### src/hw/rtl/hcs_pkg.sv
`timescale 1ns / 1ps

package hcs_pkg;

    // Matrix size range and default
    localparam int MATRIX_SIZE_DEF = 3;
    localparam int MATRIX_SIZE_MAX = 3;

    // Field and register widths
    localparam int IDX_W       = 6;
    localparam int CHAR_W      = 8;
    localparam int KEY_W       = 54;
    localparam int KEY_ENTRIES = 9;
    localparam int KEY_SEL_W   = 4;
    localparam int CFG_IDX_W   = 2;
    localparam int COUNT_W     = 2;

    // Alphabet size and modular reduction constants
    localparam int ALPHA_LEN   = 41;
    localparam int ACC_W       = 13;
    localparam int RECIP_SHIFT = 18;
    localparam int RECIP_W     = 13;
    localparam int RECIP_MUL   = (2 ** RECIP_SHIFT + ALPHA_LEN - 1) / ALPHA_LEN;
    localparam int QUO_W       = 8;

    // Queue depths (powers of two)
    localparam int JOB_QUEUE_DEPTH = 2;
    localparam int OUT_QUEUE_DEPTH = 4;

    // ASCII codes used by the alphabet mapping
    localparam logic [CHAR_W-1:0] CH_SPACE   = 8'h20;
    localparam logic [CHAR_W-1:0] CH_UPPER_A = 8'h41;
    localparam logic [CHAR_W-1:0] CH_UPPER_Z = 8'h5A;
    localparam logic [CHAR_W-1:0] CH_LOWER_A = 8'h61;
    localparam logic [CHAR_W-1:0] CH_LOWER_Z = 8'h7A;
    localparam logic [CHAR_W-1:0] CH_DIGIT_0 = 8'h30;
    localparam logic [CHAR_W-1:0] CH_DIGIT_9 = 8'h39;
    localparam logic [CHAR_W-1:0] CH_DOT     = 8'h2E;
    localparam logic [CHAR_W-1:0] CH_QUEST   = 8'h3F;
    localparam logic [CHAR_W-1:0] CH_COMMA   = 8'h2C;
    localparam logic [CHAR_W-1:0] CH_DASH    = 8'h2D;
    localparam logic [CHAR_W-1:0] CASE_DIFF  = 8'h20;

    // Alphabet indices of the symbol groups
    localparam logic [IDX_W-1:0] IDX_SPACE       = 6'd0;
    localparam logic [IDX_W-1:0] IDX_LETTER_BASE = 6'd1;
    localparam logic [IDX_W-1:0] IDX_LETTER_LAST = 6'd26;
    localparam logic [IDX_W-1:0] IDX_DIGIT_BASE  = 6'd27;
    localparam logic [IDX_W-1:0] IDX_DIGIT_LAST  = 6'd36;
    localparam logic [IDX_W-1:0] IDX_DOT         = 6'd37;
    localparam logic [IDX_W-1:0] IDX_QUEST       = 6'd38;
    localparam logic [IDX_W-1:0] IDX_COMMA       = 6'd39;
    localparam logic [IDX_W-1:0] IDX_DASH        = 6'd40;

    typedef enum logic [CFG_IDX_W-1:0] {
        CFG_DIRECTION   = 2'd0,
        CFG_ENCRYPT_KEY = 2'd1,
        CFG_DECRYPT_KEY = 2'd2
    } t_cfg_idx;

    typedef enum logic {
        DIR_ENCRYPT = 1'b0,
        DIR_DECRYPT = 1'b1
    } t_dir;

    typedef enum logic {
        MODE_DATA = 1'b0,
        MODE_END  = 1'b1
    } t_mode;

    typedef struct packed {
        logic              mode;
        logic [CHAR_W-1:0] data_char;
    } t_in_item;

    typedef struct packed {
        logic [CHAR_W-1:0] out_char;
        logic              group_last;
        logic              message_end;
    } t_out_item;

    // Flags that travel with a group from front to back
    typedef struct packed {
        logic dir;
        logic at_end;
    } t_job_flags;

    // Flags that travel with one row through the back pipeline
    typedef struct packed {
        logic group_last;
        logic message_end;
    } t_row_flags;

    typedef struct packed {
        logic             valid;
        logic [IDX_W-1:0] idx;
    } t_lookup;

    typedef logic [KEY_ENTRIES-1:0][IDX_W-1:0] t_key;

    // Fold a lowercase letter to upper case
    function automatic logic [CHAR_W-1:0] fold_upper(input logic [CHAR_W-1:0] ch);
        logic [CHAR_W-1:0] res;
        res = ch;
        if (ch >= CH_LOWER_A && ch <= CH_LOWER_Z) begin
            res = ch - CASE_DIFF;
        end
        return res;
    endfunction

    // Map an ASCII code to its alphabet index
    function automatic t_lookup char_to_index(input logic [CHAR_W-1:0] ch);
        t_lookup res;
        res.valid = 1'b1;
        res.idx   = IDX_SPACE;
        if (ch == CH_SPACE) begin
            res.idx = IDX_SPACE;
        end else if (ch >= CH_UPPER_A && ch <= CH_UPPER_Z) begin
            res.idx = IDX_W'(ch - CH_UPPER_A) + IDX_LETTER_BASE;
        end else if (ch >= CH_DIGIT_0 && ch <= CH_DIGIT_9) begin
            res.idx = IDX_W'(ch - CH_DIGIT_0) + IDX_DIGIT_BASE;
        end else if (ch == CH_DOT) begin
            res.idx = IDX_DOT;
        end else if (ch == CH_QUEST) begin
            res.idx = IDX_QUEST;
        end else if (ch == CH_COMMA) begin
            res.idx = IDX_COMMA;
        end else if (ch == CH_DASH) begin
            res.idx = IDX_DASH;
        end else begin
            res.valid = 1'b0;
        end
        return res;
    endfunction

    // Map an alphabet index back to its ASCII code
    function automatic logic [CHAR_W-1:0] index_to_char(input logic [IDX_W-1:0] idx);
        logic [CHAR_W-1:0] res;
        if (idx == IDX_SPACE) begin
            res = CH_SPACE;
        end else if (idx <= IDX_LETTER_LAST) begin
            res = CH_UPPER_A + CHAR_W'(idx - IDX_LETTER_BASE);
        end else if (idx <= IDX_DIGIT_LAST) begin
            res = CH_DIGIT_0 + CHAR_W'(idx - IDX_DIGIT_BASE);
        end else if (idx == IDX_DOT) begin
            res = CH_DOT;
        end else if (idx == IDX_QUEST) begin
            res = CH_QUEST;
        end else if (idx == IDX_COMMA) begin
            res = CH_COMMA;
        end else if (idx == IDX_DASH) begin
            res = CH_DASH;
        end else begin
            res = CH_SPACE;
        end
        return res;
    endfunction

endpackage

### src/hw/rtl/hcs_fifo.sv
`timescale 1ns / 1ps

// Small register queue; Depth must be a power of two
module hcs_fifo #(
    parameter int Width = 8,
    parameter int Depth = 4
) (
    input  logic                       i_clk,
    input  logic                       i_rst_n,
    input  logic                       i_push,
    input  logic [Width-1:0]           i_wdata,
    input  logic                       i_pop,
    output logic [Width-1:0]           o_rdata,
    output logic                       o_empty,
    output logic                       o_full,
    output logic [$clog2(Depth+1)-1:0] o_count
);

    localparam int PtrW = $clog2(Depth);
    localparam int CntW = $clog2(Depth + 1);

    logic [Width-1:0] r_mem [Depth];
    logic [PtrW-1:0]  r_wr_ptr;
    logic [PtrW-1:0]  r_rd_ptr;
    logic [CntW-1:0]  r_count;
    logic             w_do_push;
    logic             w_do_pop;

    assign o_empty   = (r_count == '0);
    assign o_full    = (r_count == CntW'(Depth));
    assign o_count   = r_count;
    assign o_rdata   = r_mem[r_rd_ptr];
    assign w_do_push = i_push && !o_full;
    assign w_do_pop  = i_pop && !o_empty;

    // Store the entry at the write pointer
    always_ff @(posedge i_clk) begin
        if (w_do_push) begin
            r_mem[r_wr_ptr] <= i_wdata;
        end
    end

    // Advance pointers and fill count
    always_ff @(posedge i_clk) begin
        if (!i_rst_n) begin
            r_wr_ptr <= '0;
            r_rd_ptr <= '0;
            r_count  <= '0;
        end else begin
            if (w_do_push) begin
                r_wr_ptr <= r_wr_ptr + 1'b1;
            end
            if (w_do_pop) begin
                r_rd_ptr <= r_rd_ptr + 1'b1;
            end
            if (w_do_push && !w_do_pop) begin
                r_count <= r_count + 1'b1;
            end else if (w_do_pop && !w_do_push) begin
                r_count <= r_count - 1'b1;
            end
        end
    end

endmodule

### src/hw/rtl/hcs_front.sv
`timescale 1ns / 1ps

// Front: map characters, collect groups, hand full and end-padded groups to the job queue
module hcs_front #(
    parameter int MatrixSize = hcs_pkg::MATRIX_SIZE_DEF
) (
    input  logic                                   i_clk,
    input  logic                                   i_rst_n,
    input  logic                                   i_push,
    input  hcs_pkg::t_in_item                      i_item,
    input  logic                                   i_direction,
    input  logic                                   i_job_full,
    output logic                                   o_full,
    output logic                                   o_job_push,
    output logic [MatrixSize*hcs_pkg::IDX_W-1:0]   o_job_idx,
    output hcs_pkg::t_job_flags                    o_job_flags
);

    localparam int BufDepth = MatrixSize - 1;
    localparam int IdxW     = hcs_pkg::IDX_W;
    localparam int CountW   = hcs_pkg::COUNT_W;

    logic [CountW-1:0]                r_count;
    logic [CountW-1:0]                n_count;
    logic [BufDepth-1:0][IdxW-1:0]    r_buf;
    logic                             w_accept;
    logic                             w_is_end;
    logic                             w_encrypt;
    logic [hcs_pkg::CHAR_W-1:0]       w_char;
    hcs_pkg::t_lookup                 w_lookup;
    logic                             w_store;

    assign o_full    = i_job_full;
    assign w_accept  = i_push && !i_job_full;
    assign w_is_end  = (i_item.mode == hcs_pkg::MODE_END);
    assign w_encrypt = (i_direction == hcs_pkg::DIR_ENCRYPT);
    assign w_char    = w_encrypt ? hcs_pkg::fold_upper(i_item.data_char) : i_item.data_char;
    assign w_lookup  = hcs_pkg::char_to_index(w_char);
    assign w_store   = w_accept && !w_is_end && w_lookup.valid
                       && (r_count != CountW'(BufDepth));

    // Assemble the group: buffered entries, then the new index or space padding
    always_comb begin
        for (int c = 0; c < BufDepth; c++) begin
            if (CountW'(c) < r_count) begin
                o_job_idx[c*IdxW +: IdxW] = r_buf[c];
            end else begin
                o_job_idx[c*IdxW +: IdxW] = hcs_pkg::IDX_SPACE;
            end
        end
        o_job_idx[BufDepth*IdxW +: IdxW] = w_is_end ? hcs_pkg::IDX_SPACE : w_lookup.idx;
    end

    // Decide on a group request and the next fill count
    always_comb begin
        n_count            = r_count;
        o_job_push         = 1'b0;
        o_job_flags.dir    = i_direction;
        o_job_flags.at_end = w_is_end;
        if (w_accept) begin
            if (w_is_end) begin
                o_job_push = w_encrypt && (r_count != '0);
                n_count    = '0;
            end else if (w_lookup.valid) begin
                if (r_count == CountW'(BufDepth)) begin
                    o_job_push = 1'b1;
                    n_count    = '0;
                end else begin
                    n_count = r_count + 1'b1;
                end
            end
        end
    end

    // Hold the partial group
    always_ff @(posedge i_clk) begin
        if (w_store) begin
            for (int i = 0; i < BufDepth; i++) begin
                if (r_count == CountW'(i)) begin
                    r_buf[i] <= w_lookup.idx;
                end
            end
        end
    end

    always_ff @(posedge i_clk) begin
        if (!i_rst_n) begin
            r_count <= '0;
        end else begin
            r_count <= n_count;
        end
    end

endmodule

### src/hw/rtl/hcs_back.sv
`timescale 1ns / 1ps

// Back: one matrix row per cycle as queues allow; three-stage multiply, reduce and map
module hcs_back #(
    parameter int MatrixSize = hcs_pkg::MATRIX_SIZE_DEF,
    parameter int OutDepth   = hcs_pkg::OUT_QUEUE_DEPTH
) (
    input  logic                                  i_clk,
    input  logic                                  i_rst_n,
    input  logic                                  i_job_empty,
    input  logic [MatrixSize*hcs_pkg::IDX_W-1:0]  i_job_idx,
    input  hcs_pkg::t_job_flags                   i_job_flags,
    output logic                                  o_job_pop,
    input  logic [hcs_pkg::KEY_W-1:0]             i_encrypt_key,
    input  logic [hcs_pkg::KEY_W-1:0]             i_decrypt_key,
    input  logic [$clog2(OutDepth+1)-1:0]         i_out_count,
    output logic                                  o_out_push,
    output hcs_pkg::t_out_item                    o_out_item
);

    localparam int RowW  = $clog2(MatrixSize);
    localparam int CntW  = $clog2(OutDepth + 1);
    localparam int RoomW = CntW + 1;
    localparam int IdxW  = hcs_pkg::IDX_W;
    localparam int AccW  = hcs_pkg::ACC_W;
    localparam int ProdW = hcs_pkg::ACC_W + hcs_pkg::RECIP_W;
    localparam int SelW  = hcs_pkg::KEY_SEL_W;

    logic [RowW-1:0]             r_row;
    logic                        w_room;
    logic                        w_issue;
    logic                        w_last_row;
    hcs_pkg::t_key               w_key;
    logic [AccW-1:0]             w_acc;
    hcs_pkg::t_row_flags         w_flags;

    logic                        r_s1_valid;
    logic [AccW-1:0]             r_s1_acc;
    hcs_pkg::t_row_flags         r_s1_flags;

    logic [ProdW-1:0]            w_prod;
    logic                        r_s2_valid;
    logic [AccW-1:0]             r_s2_acc;
    logic [hcs_pkg::QUO_W-1:0]   r_s2_quo;
    hcs_pkg::t_row_flags         r_s2_flags;

    logic [AccW-1:0]             w_rem;
    logic [AccW-1:0]             w_rem_fix;

    // Issue a row only while the result queue has room for it and all rows in flight
    assign w_room = (RoomW'(i_out_count) + RoomW'(r_s1_valid) + RoomW'(r_s2_valid))
                    < RoomW'(OutDepth);
    assign w_issue    = !i_job_empty && w_room;
    assign w_last_row = (r_row == RowW'(MatrixSize - 1));
    assign o_job_pop  = w_issue && w_last_row;
    assign w_key      = (i_job_flags.dir == hcs_pkg::DIR_DECRYPT) ? i_decrypt_key
                                                                  : i_encrypt_key;

    // Row dot product of key and group
    always_comb begin
        logic [SelW-1:0] sel;
        w_acc = '0;
        for (int c = 0; c < MatrixSize; c++) begin
            sel   = SelW'(int'(r_row) * MatrixSize + c);
            w_acc = w_acc + AccW'(w_key[sel]) * AccW'(i_job_idx[c*IdxW +: IdxW]);
        end
        w_flags.group_last  = w_last_row;
        w_flags.message_end = w_last_row && i_job_flags.at_end;
    end

    // Quotient estimate by reciprocal multiplication
    assign w_prod = ProdW'(r_s1_acc) * ProdW'(hcs_pkg::RECIP_MUL);

    // Remainder with one correction step
    always_comb begin
        w_rem     = r_s2_acc - AccW'(r_s2_quo) * AccW'(hcs_pkg::ALPHA_LEN);
        w_rem_fix = w_rem;
        if (w_rem >= AccW'(hcs_pkg::ALPHA_LEN)) begin
            w_rem_fix = w_rem - AccW'(hcs_pkg::ALPHA_LEN);
        end
    end

    assign o_out_push              = r_s2_valid;
    assign o_out_item.out_char     = hcs_pkg::index_to_char(IdxW'(w_rem_fix));
    assign o_out_item.group_last   = r_s2_flags.group_last;
    assign o_out_item.message_end  = r_s2_flags.message_end;

    // Advance the row counter and stage valids
    always_ff @(posedge i_clk) begin
        if (!i_rst_n) begin
            r_row      <= '0;
            r_s1_valid <= 1'b0;
            r_s2_valid <= 1'b0;
        end else begin
            if (w_issue) begin
                r_row <= w_last_row ? '0 : r_row + 1'b1;
            end
            r_s1_valid <= w_issue;
            r_s2_valid <= r_s1_valid;
        end
    end

    // Pipeline payload
    always_ff @(posedge i_clk) begin
        r_s1_acc   <= w_acc;
        r_s1_flags <= w_flags;
        r_s2_acc   <= r_s1_acc;
        r_s2_quo   <= hcs_pkg::QUO_W'(w_prod >> hcs_pkg::RECIP_SHIFT);
        r_s2_flags <= r_s1_flags;
    end

endmodule

### src/hw/rtl/hill_cipher_stream_core.sv
`timescale 1ns / 1ps

// Hill cipher stream core.
// Input queue side: present a character or an end-of-message request on i_in_item
// and raise push; the request is taken at a clock edge where push is high and
// full is low. Result queue side: while empty is low, o_out_item holds the oldest
// result; raise pop to take it.
// Configuration: write direction, encrypt key or decrypt key through i_cfg_we,
// i_cfg_idx and i_cfg_wdata while no request is in progress.
// A request that completes a group passes the group queue, the back-end registers
// and result queue before its first result shows; the others follow one per cycle.
// Throughput: one request per cycle and one result per cycle, set by the back end
// computing one key row per cycle; an end request can release a whole group at once.
// A 2-entry group queue sits between front and back, a 4-entry result queue at
// the output.
// Reset clears the configuration, the partial group and both queues.
// When the receiver stalls, results collect in the result queue, then the back
// end stops, then the group queue fills and full rises.
module hill_cipher_stream_core #(
    parameter int MatrixSize = hcs_pkg::MATRIX_SIZE_DEF,
    parameter int JobDepth   = hcs_pkg::JOB_QUEUE_DEPTH,
    parameter int OutDepth   = hcs_pkg::OUT_QUEUE_DEPTH
) (
    input  logic                              i_clk,
    input  logic                              i_rst_n,
    input  logic                              push,
    output logic                              full,
    input  hcs_pkg::t_in_item                 i_in_item,
    output logic                              empty,
    input  logic                              pop,
    output hcs_pkg::t_out_item                o_out_item,
    input  logic                              i_cfg_we,
    input  logic [hcs_pkg::CFG_IDX_W-1:0]     i_cfg_idx,
    input  logic [hcs_pkg::KEY_W-1:0]         i_cfg_wdata
);

    localparam int GroupW = MatrixSize * hcs_pkg::IDX_W;
    localparam int FlagW  = $bits(hcs_pkg::t_job_flags);
    localparam int JobW   = GroupW + FlagW;
    localparam int OutW   = $bits(hcs_pkg::t_out_item);

    logic                          r_direction;
    logic [hcs_pkg::KEY_W-1:0]     r_encrypt_key;
    logic [hcs_pkg::KEY_W-1:0]     r_decrypt_key;

    logic                          w_job_push;
    logic [GroupW-1:0]             w_job_idx_in;
    hcs_pkg::t_job_flags           w_job_flags_in;
    logic                          w_job_full;
    logic                          w_job_empty;
    logic                          w_job_pop;
    logic [JobW-1:0]               w_job_rdata;

    logic                          w_out_push;
    hcs_pkg::t_out_item            w_out_item;
    logic [OutW-1:0]               w_out_rdata;
    logic [$clog2(OutDepth+1)-1:0] w_out_count;

    // Write configuration registers
    always_ff @(posedge i_clk) begin
        if (!i_rst_n) begin
            r_direction   <= hcs_pkg::DIR_ENCRYPT;
            r_encrypt_key <= '0;
            r_decrypt_key <= '0;
        end else if (i_cfg_we) begin
            case (hcs_pkg::t_cfg_idx'(i_cfg_idx))
                hcs_pkg::CFG_DIRECTION: begin
                    r_direction <= i_cfg_wdata[0];
                end
                hcs_pkg::CFG_ENCRYPT_KEY: begin
                    r_encrypt_key <= i_cfg_wdata;
                end
                hcs_pkg::CFG_DECRYPT_KEY: begin
                    r_decrypt_key <= i_cfg_wdata;
                end
                default: begin
                end
            endcase
        end
    end

    hcs_front #(
        .MatrixSize (MatrixSize)
    ) u_front (
        .i_clk       (i_clk),
        .i_rst_n     (i_rst_n),
        .i_push      (push),
        .i_item      (i_in_item),
        .i_direction (r_direction),
        .i_job_full  (w_job_full),
        .o_full      (full),
        .o_job_push  (w_job_push),
        .o_job_idx   (w_job_idx_in),
        .o_job_flags (w_job_flags_in)
    );

    hcs_fifo #(
        .Width (JobW),
        .Depth (JobDepth)
    ) u_job_queue (
        .i_clk   (i_clk),
        .i_rst_n (i_rst_n),
        .i_push  (w_job_push),
        .i_wdata ({w_job_flags_in, w_job_idx_in}),
        .i_pop   (w_job_pop),
        .o_rdata (w_job_rdata),
        .o_empty (w_job_empty),
        .o_full  (w_job_full),
        .o_count ()
    );

    hcs_back #(
        .MatrixSize (MatrixSize),
        .OutDepth   (OutDepth)
    ) u_back (
        .i_clk         (i_clk),
        .i_rst_n       (i_rst_n),
        .i_job_empty   (w_job_empty),
        .i_job_idx     (w_job_rdata[GroupW-1:0]),
        .i_job_flags   (hcs_pkg::t_job_flags'(w_job_rdata[JobW-1:GroupW])),
        .o_job_pop     (w_job_pop),
        .i_encrypt_key (r_encrypt_key),
        .i_decrypt_key (r_decrypt_key),
        .i_out_count   (w_out_count),
        .o_out_push    (w_out_push),
        .o_out_item    (w_out_item)
    );

    hcs_fifo #(
        .Width (OutW),
        .Depth (OutDepth)
    ) u_out_queue (
        .i_clk   (i_clk),
        .i_rst_n (i_rst_n),
        .i_push  (w_out_push),
        .i_wdata (w_out_item),
        .i_pop   (pop),
        .o_rdata (w_out_rdata),
        .o_empty (empty),
        .o_full  (),
        .o_count (w_out_count)
    );

    assign o_out_item = hcs_pkg::t_out_item'(w_out_rdata);

endmodule

### config.mk
export PLATFORM = sky130hd
export DESIGN_NAME = hill_cipher_stream_core
export DESIGN_NICKNAME = d
export VERILOG_FILES = /design/src/hw/rtl/hcs_pkg.sv /design/src/hw/rtl/hcs_fifo.sv /design/src/hw/rtl/hcs_front.sv /design/src/hw/rtl/hcs_back.sv /design/src/hw/rtl/hill_cipher_stream_core.sv
export SDC_FILE = /design/constraint.sdc
export NUM_CORES = 1
export LEC_CHECK = 0
export BUFFER_PORTS_ARGS = -buffer_cell sky130_fd_sc_hd__clkbuf_2
export CORE_MARGIN = 2
export CORE_UTILIZATION = 51
export CTS_CLUSTER_SIZE = 14
export DETAILED_ROUTE_END_ITERATION = 6
export GPL_TIMING_DRIVEN = 0
export PLACE_DENSITY = 0.68
export SLEW_MARGIN = 40
export SYNTH_ARGS = -nofsm -noshare
export SYNTH_HDL_FRONTEND = slang
export SYNTH_HIERARCHICAL = 1
export SYNTH_SLANG_ARGS = --single-unit
### constraint.sdc
create_clock -name i_clk -period 17.4 [get_ports i_clk]
set_input_delay 1.74 -clock i_clk [delete_from_list [all_inputs] [get_ports i_clk]]
set_output_delay 1.74 -clock i_clk [all_outputs]
set_load 0.01 [all_outputs]
==> results.md <==
* Vias per std cell at 5.453
* GPL Wtd Cong at 0.8980
* Initial core utilization at 51.62%
* Asr flop ratio synth at 0%
* Sum Neg Setup Slack at 0 ns
* Die area at 41,740 um^2
* Count of hold-fix buffers inserted at cts at 0
* Cell Rows at 73
* Post-Synthesis Cells at 1,925
* Post-synth EDFFs at 92
* Peak fanout along the critical path at 12
* Final Max Slew Viols at 0
* Fmax at 93.05 MHz
* Cell mode on critical path: fa_1
* Clk Tree Root Cell: clkbuf_16
* DRC at 0
* Hold Crit Class: reg2reg
* Clock Pin Slew Worst Setup and Hold Paths at 0.06 ns
* Clock sink total at 259
* CTS tree: yes
* Die X at 204.3 um
* Critical Path End Type: register
* Status: complete, no violations
* Min Tclk post-route at 10.75 ns
* Yosys warnings at 6
* Vias in the first global route at 14,800
* Syn Std Cell Area at 20,460 um^2
* Share of post-route cells with drive strength above 1 at 14.72%
* Drt first-iter violations at 785
* Total track usage at 22.37%
* Dpl hpwl at 35,850 um
* Critical Path AT at 11.22 ns
* Wire per inst at 17.42 um
* Slew margin rel. at 48.17%
* Final Cycle Share at 61.76%
* Post-CTS Setup Inserts at 0
* Req. time, crit path at 17.87 ns
* Clock Skew at 0.01248 ns
* Final Routed Wirelength at 44,980 um
* Clk buf depth at 3
* Hold Fails Final Rpt at 0
* Ys flop type: dfxtp_1
* Antenna-violating nets left at 0
* Core Area at 39,640 um^2
* Final setup fails at 0
* Largest net degree at the start of global routing at 21
* Num ports at 82
* Net count after synthesis at 2,354
* Nets@finish at 2,466
* Yosys reg bits at 259
* Worst-margin pin slew at 0.7774 ns
* Buffers & Inverters on Critical Path at 11
* Sequential-to-total area share from yosys stat at 29.84%
* Layout overhead on the synthesized area at 10.06%
* Crit path kind: reg2reg
* Vias post-DR at 14,090
* IO Port Bufs at 80
* Critical Path Start Type: register
* Synth unique cells at 104
* Max cap viols at 0
* RSZ-0062 raised after global routing: no
* Drt pass-1 iters at 5
* ANT cells at 0
* Resized cells post-CTS at 0
* Syn_area_per_cell at 10.63 um^2
* CP top delay family: adder cells
* Gr ovfl total at 0
* Fillers at 3,471
* Initial antenna violation count at 0
* CTS buffer count at 28
* Worst skew pair latency at 0.56 ns
* Worst path slowest cell: clkbuf_1
* H-Tree Depth at 1
* First-pass GRT wire length at 74,700 um
* Chip height at 204.3 um
* CP peak stage delay at 0.60 ns
[cells in the final DEF, fill, tap and decap left out, types with 29 or more instances in the layout]
master,count
mux2i_1,131
xnor2_1,37
ha_1,206
mux2_2,30
mux4_2,49
clkbuf_16,29
nand2_1,266
fa_1,153
inv_1,246
and2_1,70
edfxtp_1,92
dfxtp_1,167
clkbuf_2,80
nor2_1,58
a21oi_1,45
[path summary, 6_finish.rpt]
kind,slack [ns],end,startpoint,cells after the start
setup reg to reg,6.65,u_back/r_s1_acc[12],u_back/r_row[0],33
hold / removal,0.33,u_back/o_out_item[1],u_back/r_s1_flags[1],0
hold reg to reg,0.33,u_back/o_out_item[1],u_back/r_s1_flags[1],0
setup / recovery,6.65,u_back/r_s1_acc[12],u_back/r_row[0],33
[cell usage after synthesis (11+ instances only)]
| cell type | instances | area share (%) |
|---|---|---|
| nor3_1 | 21 | 0.51 |
| ha_1 | 206 | 13 |
| dfxtp_1 | 167 | 16 |
| nand3_1 | 11 | 0.27 |
| mux2i_1 | 131 | 6.4 |
| nor2_1 | 58 | 1.1 |
| nand2_1 | 266 | 4.9 |
| xnor2_1 | 38 | 1.6 |
| mux2_2 | 30 | 1.7 |
| fa_1 | 153 | 15 |
| o21a_1 | 18 | 0.66 |
| and2_1 | 70 | 2.1 |
| nor2b_1 | 27 | 0.83 |
| buf_2 | 21 | 0.51 |
| nand2b_1 | 11 | 0.34 |
| o21ai_0 | 28 | 0.68 |
| edfxtp_1 | 92 | 14 |
| a22oi_1 | 11 | 0.40 |
| o22ai_1 | 11 | 0.34 |
| a21oi_1 | 45 | 1.1 |
| mux4_2 | 49 | 5.4 |
| buf_6 | 11 | 0.61 |
| clkbuf_1 | 20 | 0.37 |
| inv_1 | 246 | 4.5 |
[state kept, by name, summed over array words and instances, names as in the netlist, 2 cells and up, named ones only]
signal                cells
r_decrypt_key            54
r_encrypt_key            54
u_back/o_out_item         2
u_back/r_row              2
u_back/r_s1_acc          13
u_back/r_s1_flags         2
u_back/r_s2_acc          13
u_back/r_s2_quo           8
u_front/r_buf            12
u_front/r_count           2
u_job_queue/o_count       2
u_job_queue/r_mem        40
u_out_queue/o_count       3
u_out_queue/r_mem        40
u_out_queue/r_rd_ptr      2
u_out_queue/r_wr_ptr      2
[logic make-up after synthesis]
logic type	Yosys count	synth area share, %
xor+xnor	54	2.697
other cells	1	0.01833
fa+ha+maj	359	27.57
buf+inv	320	6.965
mux	215	13.80
flops	259	29.84
simple gates	516	12.22
compound gates	201	6.897
[per-layer routing]
layer  part of all wire (%)  GRT usage (%)  wire, um  vias to the layer above
li1                       -              -         -                     6743
met1                     42          28.13     18970                     6936
met2                     51          40.33     22780                      330
met3                    4.1          2.631      1847                       77
met4                    3.1          6.548      1388                        0
met5                      0              0         0                        -
[stage by stage]
step	cells	worst slack, ns	utilization [%]	cell area [um^2]	hold WS, ns
finish	2583	6.653	56.81	22520	0.3319
global route	2583	6.058	56.81	22520	0.3428
CTS	2583	6.721	56.78	22510	0.3396
detailed placement	2532	6.834	54.43	21580	0.3257
global placement	2530	6.890	54.29	21520	0.3106
floorplan	1925	8.859	-	20460	0.3096
[final cells by class]
type / instances / area (um^2) / area share, %
repair buffers: 82 / 422.9 / 1.878
flip-flops and latches: 259 / 6106 / 27.11
well taps: 525 / 656.9 / 2.917
clock buffers: 43 / 832.0 / 3.695
clock inverters: 8 / 98.84 / 0.4389
inverters: 250 / 938.4 / 4.167
plain buffers: 70 / 489.2 / 2.172
multi-input cells: 1346 / 12980 / 57.62
Power is not shown: default switching activity piles up to over one toggle a cycle in this logic, so the estimate is an artifact.
